**src/hdl/svpm_pkg.sv**
```systemverilog
// Shared types, constants and tables for the SVPWM seven-segment modulator.
// No dependencies; imported by the core, svpm_front, svpm_times and svpm_duty.
package svpm_pkg;

   localparam int PERIOD_WIDTH_DEF = 16;
   localparam int QBITS            = 18;
   localparam int RATIO_BITS       = 20;
   localparam int SQ3H             = 14189;

   localparam logic [15:0] PERIOD_RST  = 16'd9000;
   localparam logic [14:0] MARGIN_RST  = 15'd270;

   localparam logic [1:0] CSR_PERIOD  = 2'd0;
   localparam logic [1:0] CSR_MARGIN  = 2'd1;
   localparam logic [1:0] CSR_REVERSE = 2'd2;

   typedef struct packed {
      logic signed [11:0] a;
      logic signed [11:0] b;
      logic signed [11:0] c;
   } dt_type;

   typedef enum logic [1:0] {
      OM_NONE,
      OM_CLIP1,
      OM_CLIP2,
      OM_SCALE
   } om_type;

   // phase slots of the three duty levels {third, second, first}
   function automatic logic [5:0] phase_map(input logic [2:0] sec);
      logic [5:0] m;
      case (sec)
         3'd1:    m = {2'd2, 2'd0, 2'd1};
         3'd2:    m = {2'd1, 2'd2, 2'd0};
         3'd4:    m = {2'd0, 2'd1, 2'd2};
         3'd5:    m = {2'd0, 2'd2, 2'd1};
         3'd6:    m = {2'd1, 2'd0, 2'd2};
         default: m = {2'd2, 2'd1, 2'd0};
      endcase
      return m;
   endfunction

endpackage

```
**src/hdl/svpm_duty.sv**
```systemverilog
// Duty levels, dead-time correction, rail clamp and compare output register.
// Depends on svpm_pkg.
module svpm_duty #(
   parameter int PW = svpm_pkg::PERIOD_WIDTH_DEF
) (
   input  logic                   clock,
   input  logic                   reset,
   input  logic                   adv,
   input  logic                   in_valid,
   input  logic [2:0]             sec,
   input  logic signed [PW+37:0]  t1,
   input  logic signed [PW+37:0]  t2,
   input  svpm_pkg::dt_type       dt_in,
   input  logic [PW-1:0]          per,
   input  logic [14:0]            mar,
   input  logic                   rev,
   output logic                   out_valid,
   output logic [15:0]            compare_ch1,
   output logic [15:0]            compare_ch2,
   output logic [15:0]            compare_ch3,
   output logic [2:0]             sector
);
   import svpm_pkg::*;

   localparam int DW = PW + 40;
   localparam int CW = DW + 1;

   logic signed [DW-1:0] p;
   assign p = signed'(DW'({per, {QBITS{1'b0}}}));

   // stage 1: first duty
   logic                 v1_ff;
   logic signed [DW-1:0] h_in, h_ff, t1_ff, t2_ff;
   logic [2:0]           sec1_ff;
   dt_type               dt1_ff;

   assign h_in = (p - DW'(t1) - DW'(t2)) >>> 1;

   // stage 2: levels to phases plus dead time
   logic                 v2_ff;
   logic signed [DW-1:0] lvl [3];
   logic signed [DW-1:0] dmid [3];
   logic signed [DW-1:0] dts [3];
   logic signed [DW-1:0] d2_ff [3];
   logic [5:0]           pm;
   logic [2:0]           sec2_ff;

   assign lvl[0] = h_ff;
   assign lvl[1] = h_ff + t1_ff;
   assign lvl[2] = h_ff + t1_ff + t2_ff;
   assign pm     = phase_map(sec1_ff);
   assign dts[0] = DW'(dt1_ff.a) <<< QBITS;
   assign dts[1] = DW'(dt1_ff.b) <<< QBITS;
   assign dts[2] = DW'(dt1_ff.c) <<< QBITS;

   always_comb begin
      for (int k = 0; k < 3; k++) begin
         dmid[k] = '0;
      end
      if (sec1_ff == 3'd0) begin
         for (int k = 0; k < 3; k++) begin
            dmid[k] = signed'(DW'({per, {(QBITS-1){1'b0}}}));
         end
      end else begin
         for (int k = 0; k < 3; k++) begin
            dmid[pm[2*k +: 2]] = lvl[k];
         end
      end
   end

   // stage 3: rail clamp
   logic                 v3_ff;
   logic signed [DW-1:0] hi, lo, rail_hi, rail_lo;
   logic signed [DW-1:0] d3_in [3];
   logic signed [DW-1:0] d3_ff [3];
   logic [2:0]           sec3_ff;

   assign hi      = (signed'(DW'(per)) - signed'(DW'(mar))) <<< QBITS;
   assign lo      = signed'(DW'(mar)) <<< QBITS;
   assign rail_hi = (signed'(DW'(per)) - DW'(1)) <<< QBITS;
   assign rail_lo = DW'(1) <<< QBITS;

   always_comb begin
      for (int k = 0; k < 3; k++) begin
         if (d2_ff[k] > hi) begin
            d3_in[k] = rail_hi;
         end else if (d2_ff[k] < lo) begin
            d3_in[k] = rail_lo;
         end else begin
            d3_in[k] = d2_ff[k];
         end
      end
   end

   // stage 4: compares
   logic signed [CW-1:0] c [3];
   logic [15:0]          cmp [3];
   logic                 vo_ff;
   logic [15:0]          c1_ff, c2_ff, c3_ff;
   logic [2:0]           seco_ff;

   always_comb begin
      for (int k = 0; k < 3; k++) begin
         c[k] = CW'(p) - CW'(d3_ff[k]);
         if (c[k] < 0) begin
            cmp[k] = 16'd0;
         end else if ((c[k] >>> QBITS) > CW'(16'hFFFF)) begin
            cmp[k] = 16'hFFFF;
         end else begin
            cmp[k] = c[k][QBITS +: 16];
         end
      end
   end

   always_ff @(posedge clock) begin
      if (reset) begin
         v1_ff <= 1'b0;
         v2_ff <= 1'b0;
         v3_ff <= 1'b0;
         vo_ff <= 1'b0;
      end else if (adv) begin
         v1_ff <= in_valid;
         v2_ff <= v1_ff;
         v3_ff <= v2_ff;
         vo_ff <= v3_ff;
      end
   end

   always_ff @(posedge clock) begin
      if (adv) begin
         h_ff    <= h_in;
         t1_ff   <= DW'(t1);
         t2_ff   <= DW'(t2);
         sec1_ff <= sec;
         dt1_ff  <= dt_in;
         for (int k = 0; k < 3; k++) begin
            d2_ff[k] <= dmid[k] + dts[k];
            d3_ff[k] <= d3_in[k];
         end
         sec2_ff <= sec1_ff;
         sec3_ff <= sec2_ff;
         seco_ff <= sec3_ff;
         c1_ff   <= cmp[0];
         c2_ff   <= rev ? cmp[2] : cmp[1];
         c3_ff   <= rev ? cmp[1] : cmp[2];
      end
   end

   assign out_valid   = vo_ff;
   assign compare_ch1 = c1_ff;
   assign compare_ch2 = c2_ff;
   assign compare_ch3 = c3_ff;
   assign sector      = seco_ff;

endmodule

```
**config.mk**
```make
export PLATFORM = sky130hd
export DESIGN_NAME = svpm_duty
export DESIGN_NICKNAME = d
export VERILOG_FILES = /design/src/hdl/svpm_pkg.sv /design/src/hdl/svpm_duty.sv
export SDC_FILE = /design/constraint.sdc
export NUM_CORES = 2
export LEC_CHECK = 0
export ABC_AREA = 1
export BUFFER_PORTS_ARGS = -buffer_cell sky130_fd_sc_hd__buf_2
export CAP_MARGIN = 5
export CORE_UTILIZATION = 23
export DETAILED_ROUTE_END_ITERATION = 10
export PLACE_DENSITY = 0.39
export SLEW_MARGIN = 20
export SYNTH_ARGS = -nofsm -noshare
export SYNTH_HDL_FRONTEND = slang
export SYNTH_SLANG_ARGS = --single-unit
```
**constraint.sdc**
```tcl
create_clock -name clock -period 7.76 [get_ports clock]
set_input_delay 0.776 -clock clock [delete_from_list [all_inputs] [get_ports clock]]
set_output_delay 0.776 -clock clock [all_outputs]
set_load 0.01 [all_outputs]
```
Yosys cells after proc, flatten, opt, wreduce, memory -nomap -nowiden
Memory sizes are Yosys's and may differ from the RTL's.
Index checks and enable logic that the tools add are counted.
{ "word_totals": {"reg_bits": 263, "latch_bits": 0, "ramBits": 336, "rom_bits": 0, "inputBits": 183, "output_inout_bits": 52, "wordCells": 87, "n_memories": 2} }
{ "classes": {"n_addsub": 12, "n_mul": 0, "div": 0, "magnitude_cmp": 18, "eq_ne": 5, "shift": 0, "n_mux": 25, "bitwise_logic": 4, "reduce_logical": 4} }
{ "memory_table": {"columns": ["memory", "depth", "word_bits", "read_ports", "rd_ports_with_merged_regs", "write_ports", "line", "text"], "rows": [
  ["d2_ff", 3, 56, 3, 0, 3, "svpm_duty.sv:44", "logic signed [DW-1:0] d2_ff [3];"],
  ["d3_ff", 3, 56, 3, 0, 3, "svpm_duty.sv:75", "logic signed [DW-1:0] d3_ff [3];"]
]} }
{ "ops": {"columns": ["cell", "n"], "rows": [
  ["56-bit 2-to-1 mux", 9],
  ["168-bit bitwise mux", 2],
  ["56-bit demux with 2-bit select", 3],
  ["57-bit by 1-bit less-than comparator with 1-bit output, second input constant", 3],
  ["35-bit by 56-bit subtractor with 57-bit output", 3],
  ["56-bit by 30-bit adder with 56-bit output", 3],
  ["168-bit AND", 1],
  ["56-bit by 35-bit greater-than comparator with 1-bit output", 3],
  ["56-bit by 34-bit less-than comparator with 1-bit output", 3],
  ["168-bit 2-to-1 mux", 1],
  ["39-bit by 16-bit greater-than comparator with 1-bit output, second input constant", 3],
  ["16-bit 2-to-1 mux", 7],
  ["55-bit by 54-bit adder with 56-bit output", 1],
  ["56-bit by 54-bit adder with 56-bit output", 1],
  ["55-bit by 54-bit subtractor with 56-bit output", 1],
  ["35-bit by 54-bit subtractor with 55-bit output", 1],
  ["6-bit one-hot mux with 5 select lines", 1],
  ["16-bit by 1-bit subtractor with 17-bit output, second input constant", 1],
  ["16-bit by 15-bit subtractor with 17-bit output", 1],
  ["3-bit == test, second input constant", 3],
  ["3-bit greater-or-equal comparator, second input constant", 3],
  ["3-bit by 1-bit less-than comparator with 1-bit output, second input constant", 3],
  ["2-bit NOT with 3-bit output", 3],
  ["3-bit by 1-bit == test with 1-bit output, second input constant", 1],
  ["other kinds (4)", 7]
]} }

Longest topological paths before layout
{ "logic_depth": {"ltp_word": 12, "ltp_mapped": 44, "mapped_depth_nobuf": 44} }

Worst setup path before layout
No wires, ideal clock.
{ "synth_path": {"path_type": "input-to-reg", "startpoint": "input port per[0]", "endpoint": "memory d3_ff[0][92] (netlist name) (data pin)", "setup_ps": 264, "arrival_ps": 5723, "path_slack_ps": 1773, "path_stages": 31, "cell_sequence": "inv_1 > ha_1 > inv_1 > fa_1 > nand3_1 > nand2_1 > nand2_1 > o211ai_1 > a21oi_1 > o21bai_1 > a21oi_1 > o21bai_1 > nand3_1 > nand2_1 > nand2_1 > nand2_1 > ha_1 > nand2_1 > inv_1 > nand2_1 > nor3_1 > nand2_1 > nor3b_2 > nand2_1 > and3_1 > nand3_1 > nand3_2 > buf_2 > buf_2 > nand3_1 > nand2_1"} }
{ "synth_lines": {"columns": ["element", "line", "text"], "rows": [
  ["from (decl)", "svpm_duty.sv:14", "input logic [PW-1:0] per,"],
  ["to (decl)", "svpm_duty.sv:75", null]
]} }

==> out/qor.log <==
INFO  detailed_routing via_per_inst=4.852
INFO  sta            final.period_utilization=95.71%
INFO  sta            max-slew-margin-rel=18.65%
INFO  detailed_routing detailroute.wirelength.met3=15450µm
INFO  die            design.core.area=245700µm²
INFO  placed_design  numPlacedInstances=11575
INFO  grt            gr-usage-all-layers=22.95%
INFO  worst_hold_path hold_path_startpoint=dt_in[24]
INFO  die            floorplan_die_width=499.0µm
INFO  synthesis      net_count_after_synthesis=8671
INFO  clock_network  clock_latency_on_the_worst_skew_pair=0.78ns
INFO  synthesis      synth_top_flop_cell=sky130_fd_sc_hd__edfxtp_1
INFO  power_and_ir_drop cellPowerDensity=395.7nW/µm²
INFO  grt            initial_antenna_violation_count=27
INFO  placed_design  detailed_place_hpwl=251000µm
INFO  critical_path  required_time_of_the_critical_path=8.37ns
INFO  sta            setup-violations-final=0
INFO  critical_path  worst_setup_path_startpoint=h_ff[21]$_DFFE_PP_
INFO  synthesis      synth.yosys.warnings=0
INFO  critical_path  worst_setup_path_start_kind=register
INFO  finish         post_layout_net_count=9184
INFO  die            start_util=23.12%
INFO  power_and_ir_drop irDropWorstVdd=0.0001736V
INFO  synthesis      synthCells=7930
INFO  detailed_routing met1_length=132300µm
INFO  placed_design  gpl.final_weighted_congestion=1.017
INFO  critical_path  worstReg2RegEnd=d2_ff[0][166]$_DFFE_PP_
INFO  critical_path  critical_path_class=reg2reg
INFO  detailed_routing detail-route-antenna-nets=0
INFO  synthesis      synth_cell_types=72
INFO  critical_path  crit_path_end_kind=register
INFO  critical_path  data_arrival_time_of_the_critical_path=8.03ns
INFO  critical_path  crit_path_max_fanout=5
INFO  outcome        run_status=completed
INFO  sta            hold_ws=0.1946ns
INFO  sta            finalCriticalPeriod=7.427ns
INFO  critical_path  cpMaxStageDelayCell=sky130_fd_sc_hd__edfxtp_1
INFO  finish         layout-area-overhead-vs-synth=17.75%
INFO  placed_design  place.port_buffers=234
INFO  clock_network  root_buffer_selected_by_cts=sky130_fd_sc_hd__clkbuf_16
INFO  synthesis      yosysMostFrequentCell=sky130_fd_sc_hd__nand2_1
INFO  synthesis      synth.area.top_cells=sky130_fd_sc_hd__edfxtp_1 (31%), sky130_fd_sc_hd__nand2_1 (13%), sky130_fd_sc_hd__ha_1 (12%)
INFO  worst_hold_path min_delay_worst_endpoint=dt1_ff[24]$_DFFE_PP_
INFO  sta            achievable-frequency=0.1346GHz
INFO  clock_network  clock_pin_slew_reported_for_the_worst_setup_and_hold_paths_after_clock_tree_synthesis=0.07ns
INFO  detailed_routing top_layer_used=met5
INFO  power_and_ir_drop power_leakage=30.90nW
INFO  critical_path  reg2reg_depth=37
INFO  detailed_routing met2_wirelength=129600µm
INFO  synthesis      synth-seq-cells=599
INFO  finish         num-fill-cells=27113
INFO  detailed_routing wl_per_cell=25.02µm
INFO  synthesis      synth-seq-area-share=31.59%
INFO  flow_run       max_cap_viol_count=0
INFO  finish         post_layout_nonfiller_instances=11739
INFO  sta            worst_slew_pin_slew=1.209ns
INFO  grt            grt_start_max_net_pins=152
INFO  clock_network  cts_buffers=81
INFO  die            fp-row-count=182
INFO  clock_network  cts_hold_bufs=0
INFO  grt            global_route_wire_length_before_repair=407700µm
INFO  synthesis      post-synth-top-area-cell=sky130_fd_sc_hd__edfxtp_1
INFO  die            die_h=499.0µm
INFO  detailed_routing drt_wl_total=293700µm
INFO  critical_path  r2r_setup_slk=0.33ns
INFO  synthesis      synthesis.area=56810µm²
INFO  clock_network  clk_path_buf_depth=3
INFO  critical_path  reg2reg_from=h_ff[21]$_DFFE_PP_
INFO  critical_path  timing.critical_path.slowest_cell_delay=0.53ns
INFO  sta            timing.clock.skew=0.07469ns
INFO  synthesis      asyncSetResetFlopFracSynth=0%
INFO  sta            drv_slew=0
INFO  detailed_routing via_count=56956
INFO  detailed_routing drt_pass1_iterations=6
INFO  synthesis      syn_area_per_cell=7.164µm²
INFO  clock_network  cts_tree=done
INFO  die            dieArea=249000µm²
INFO  clock_network  cts_htree_levels=3
INFO  synthesis      synth-edff-count=595
INFO  detailed_routing post-route-drc-count=0
INFO  worst_hold_path timing.hold.worst_path_depth=1
INFO  detailed_routing drt_iter0_drc=4876
INFO  synthesis      yosysTopAreaCellShare=31.45%
INFO  critical_path  critical_path.most_common_cell=sky130_fd_sc_hd__nand2_1
INFO  synthesis      synth.top_cells.by_count=sky130_fd_sc_hd__nand2_1 (1896), sky130_fd_sc_hd__inv_1 (1178), sky130_fd_sc_hd__nor2_1 (846), sky130_fd_sc_hd__a21oi_1 (610), sky130_fd_sc_hd__nand3_1 (605)
INFO  finish         final_layout_size_suffix_gt1_share=10.21%
INFO  worst_hold_path timing.hold.worst.class=in2reg
INFO  grt            number_of_global_route_vias_before_repair=55915
INFO  placed_design  dpl_worst_slack=-0.04736ns
INFO  die            ios=235
INFO  sta            setup_slack=0.3331ns
INFO  grt            grt_overflow_total=0
INFO  sta            hold_viol=0
INFO  clock_network  cts.sink_count=599
[sequential cells by signal (all words and copies together) (netlist names), 16 cells and up]
signal	flops
d2_ff	168
d3_ff	168
h_ff	55
t1_ff	54
t2_ff	54
dt1_ff	36
compare_ch1	16
compare_ch2	16
compare_ch3	16
[worst max-delay path, delay by kind of cell (launching register included)]
| family | cells | cell delay [ns] |
|---|---|---|
| DFF | 1 | 0.53 |
| AOI/OAI and AO/OA | 2 | 0.37 |
| xor gates and xnor gates | 1 | 0.18 |
| adders and majority gates | 3 | 1.22 |
| buffers and inverters | 9 | 1.25 |
| and+or+nand+nor | 22 | 3.74 |
[how the worst max path moves through the flow]
stage	end	cells after the start	slack [ns]
after floorplan	d3_ff[0][92]$_DFFE_PP_	31	1.77
after global placement	d2_ff[0][111]$_DFFE_PP_	37	-0.01
after detailed placement	d2_ff[0][43]$_DFFE_PP_	31	-0.05
after CTS	d2_ff[0][100]$_DFFE_PP_	38	0.11
after global routing	d2_ff[0][167]$_DFFE_PP_	38	-0.01
final	d2_ff[0][166]$_DFFE_PP_	37	0.33
[cell usage in the layout (no fill, tap or decap), types with 42 or more instances in the layout]
cell	n
sky130_fd_sc_hd__a21o_1	43
sky130_fd_sc_hd__a21oi_1	604
sky130_fd_sc_hd__a31oi_1	79
sky130_fd_sc_hd__buf_2	233
sky130_fd_sc_hd__buf_4	321
sky130_fd_sc_hd__clkbuf_16	82
sky130_fd_sc_hd__edfxtp_1	595
sky130_fd_sc_hd__ha_1	535
sky130_fd_sc_hd__inv_1	1177
sky130_fd_sc_hd__nand2_1	1895
sky130_fd_sc_hd__nand3_1	605
sky130_fd_sc_hd__nand4_1	160
sky130_fd_sc_hd__nor2_1	837
sky130_fd_sc_hd__nor2_2	44
sky130_fd_sc_hd__nor3_1	85
sky130_fd_sc_hd__nor4_1	47
sky130_fd_sc_hd__o21ai_0	350
sky130_fd_sc_hd__o21bai_1	42
sky130_fd_sc_hd__xnor2_1	103
sky130_fd_sc_hd__xor2_1	194
[metal layers]
| metal | up-vias | global-route usage [%] |
|---|---|---|
| li1 | 27724 | - |
| met1 | 26965 | 30.47 |
| met2 | 1830 | 36.55 |
| met3 | 429 | 2.853 |
| met4 | 8 | 11.32 |
| met5 | - | 0 |
[area by class of cell]
class	count	area, µm²	area share (%)
multi-input cells	6000	33880	50.65
flip-flops and latches	599	17950	26.83
diodes	9	22.52	0.03367
repair buffers	561	3706	5.540
clock inverters	57	705.7	1.055
clock buffers	93	2093	3.129
well taps	3220	4029	6.023
inverters	1200	4506	6.736
[where the power goes]
| group | switching [mW] | total (mW) | internal, mW |
|---|---|---|---|
| clock | 1.68 | 4.02 | 2.34 |
| combinational | 11.1 | 16.4 | 5.30 |
| sequential | 1.09 | 6.06 | 4.97 |
| total | 13.9 | 26.5 | 12.6 |
[kinds of logic (layout without fill, tap and decap cells)]
logic type | after synthesis | in the layout | share of synthesized area [%]
AO/OA/AOI/OAI | 1317 | 1317 | 13.08
AND/OR/NAND/NOR | 3822 | 3822 | 29.04
other | 0 | 9 | 0
flip-flops | 599 | 599 | 31.59
XOR/XNOR | 303 | 303 | 4.685
adder cells (fa/ha/maj) | 558 | 558 | 12.59
buffers and inverters | 1331 | 1911 | 9.010
[through the flow]
stage,setup TNS [ns],utilization (%),power [mW],area [µm²]
2_1_floorplan,0,-,15.19,56810
3_3_place_gp,-0.01316,26.02,22.25,63940
3_5_place_dp,-0.04736,26.02,22.21,63940
4_1_cts,0,27.16,26.35,66740
5_1_grt,-0.01456,27.22,28.28,66870
6_report,0,27.22,26.47,66890
[repair_timing]
action                     4_1_cts  5_1_grt
pin swaps                        0        1
setup endpoints to repair        1       42
setup buffers                    0        4
gates resized for setup          1       19
(Power assumes the default switching activity.)
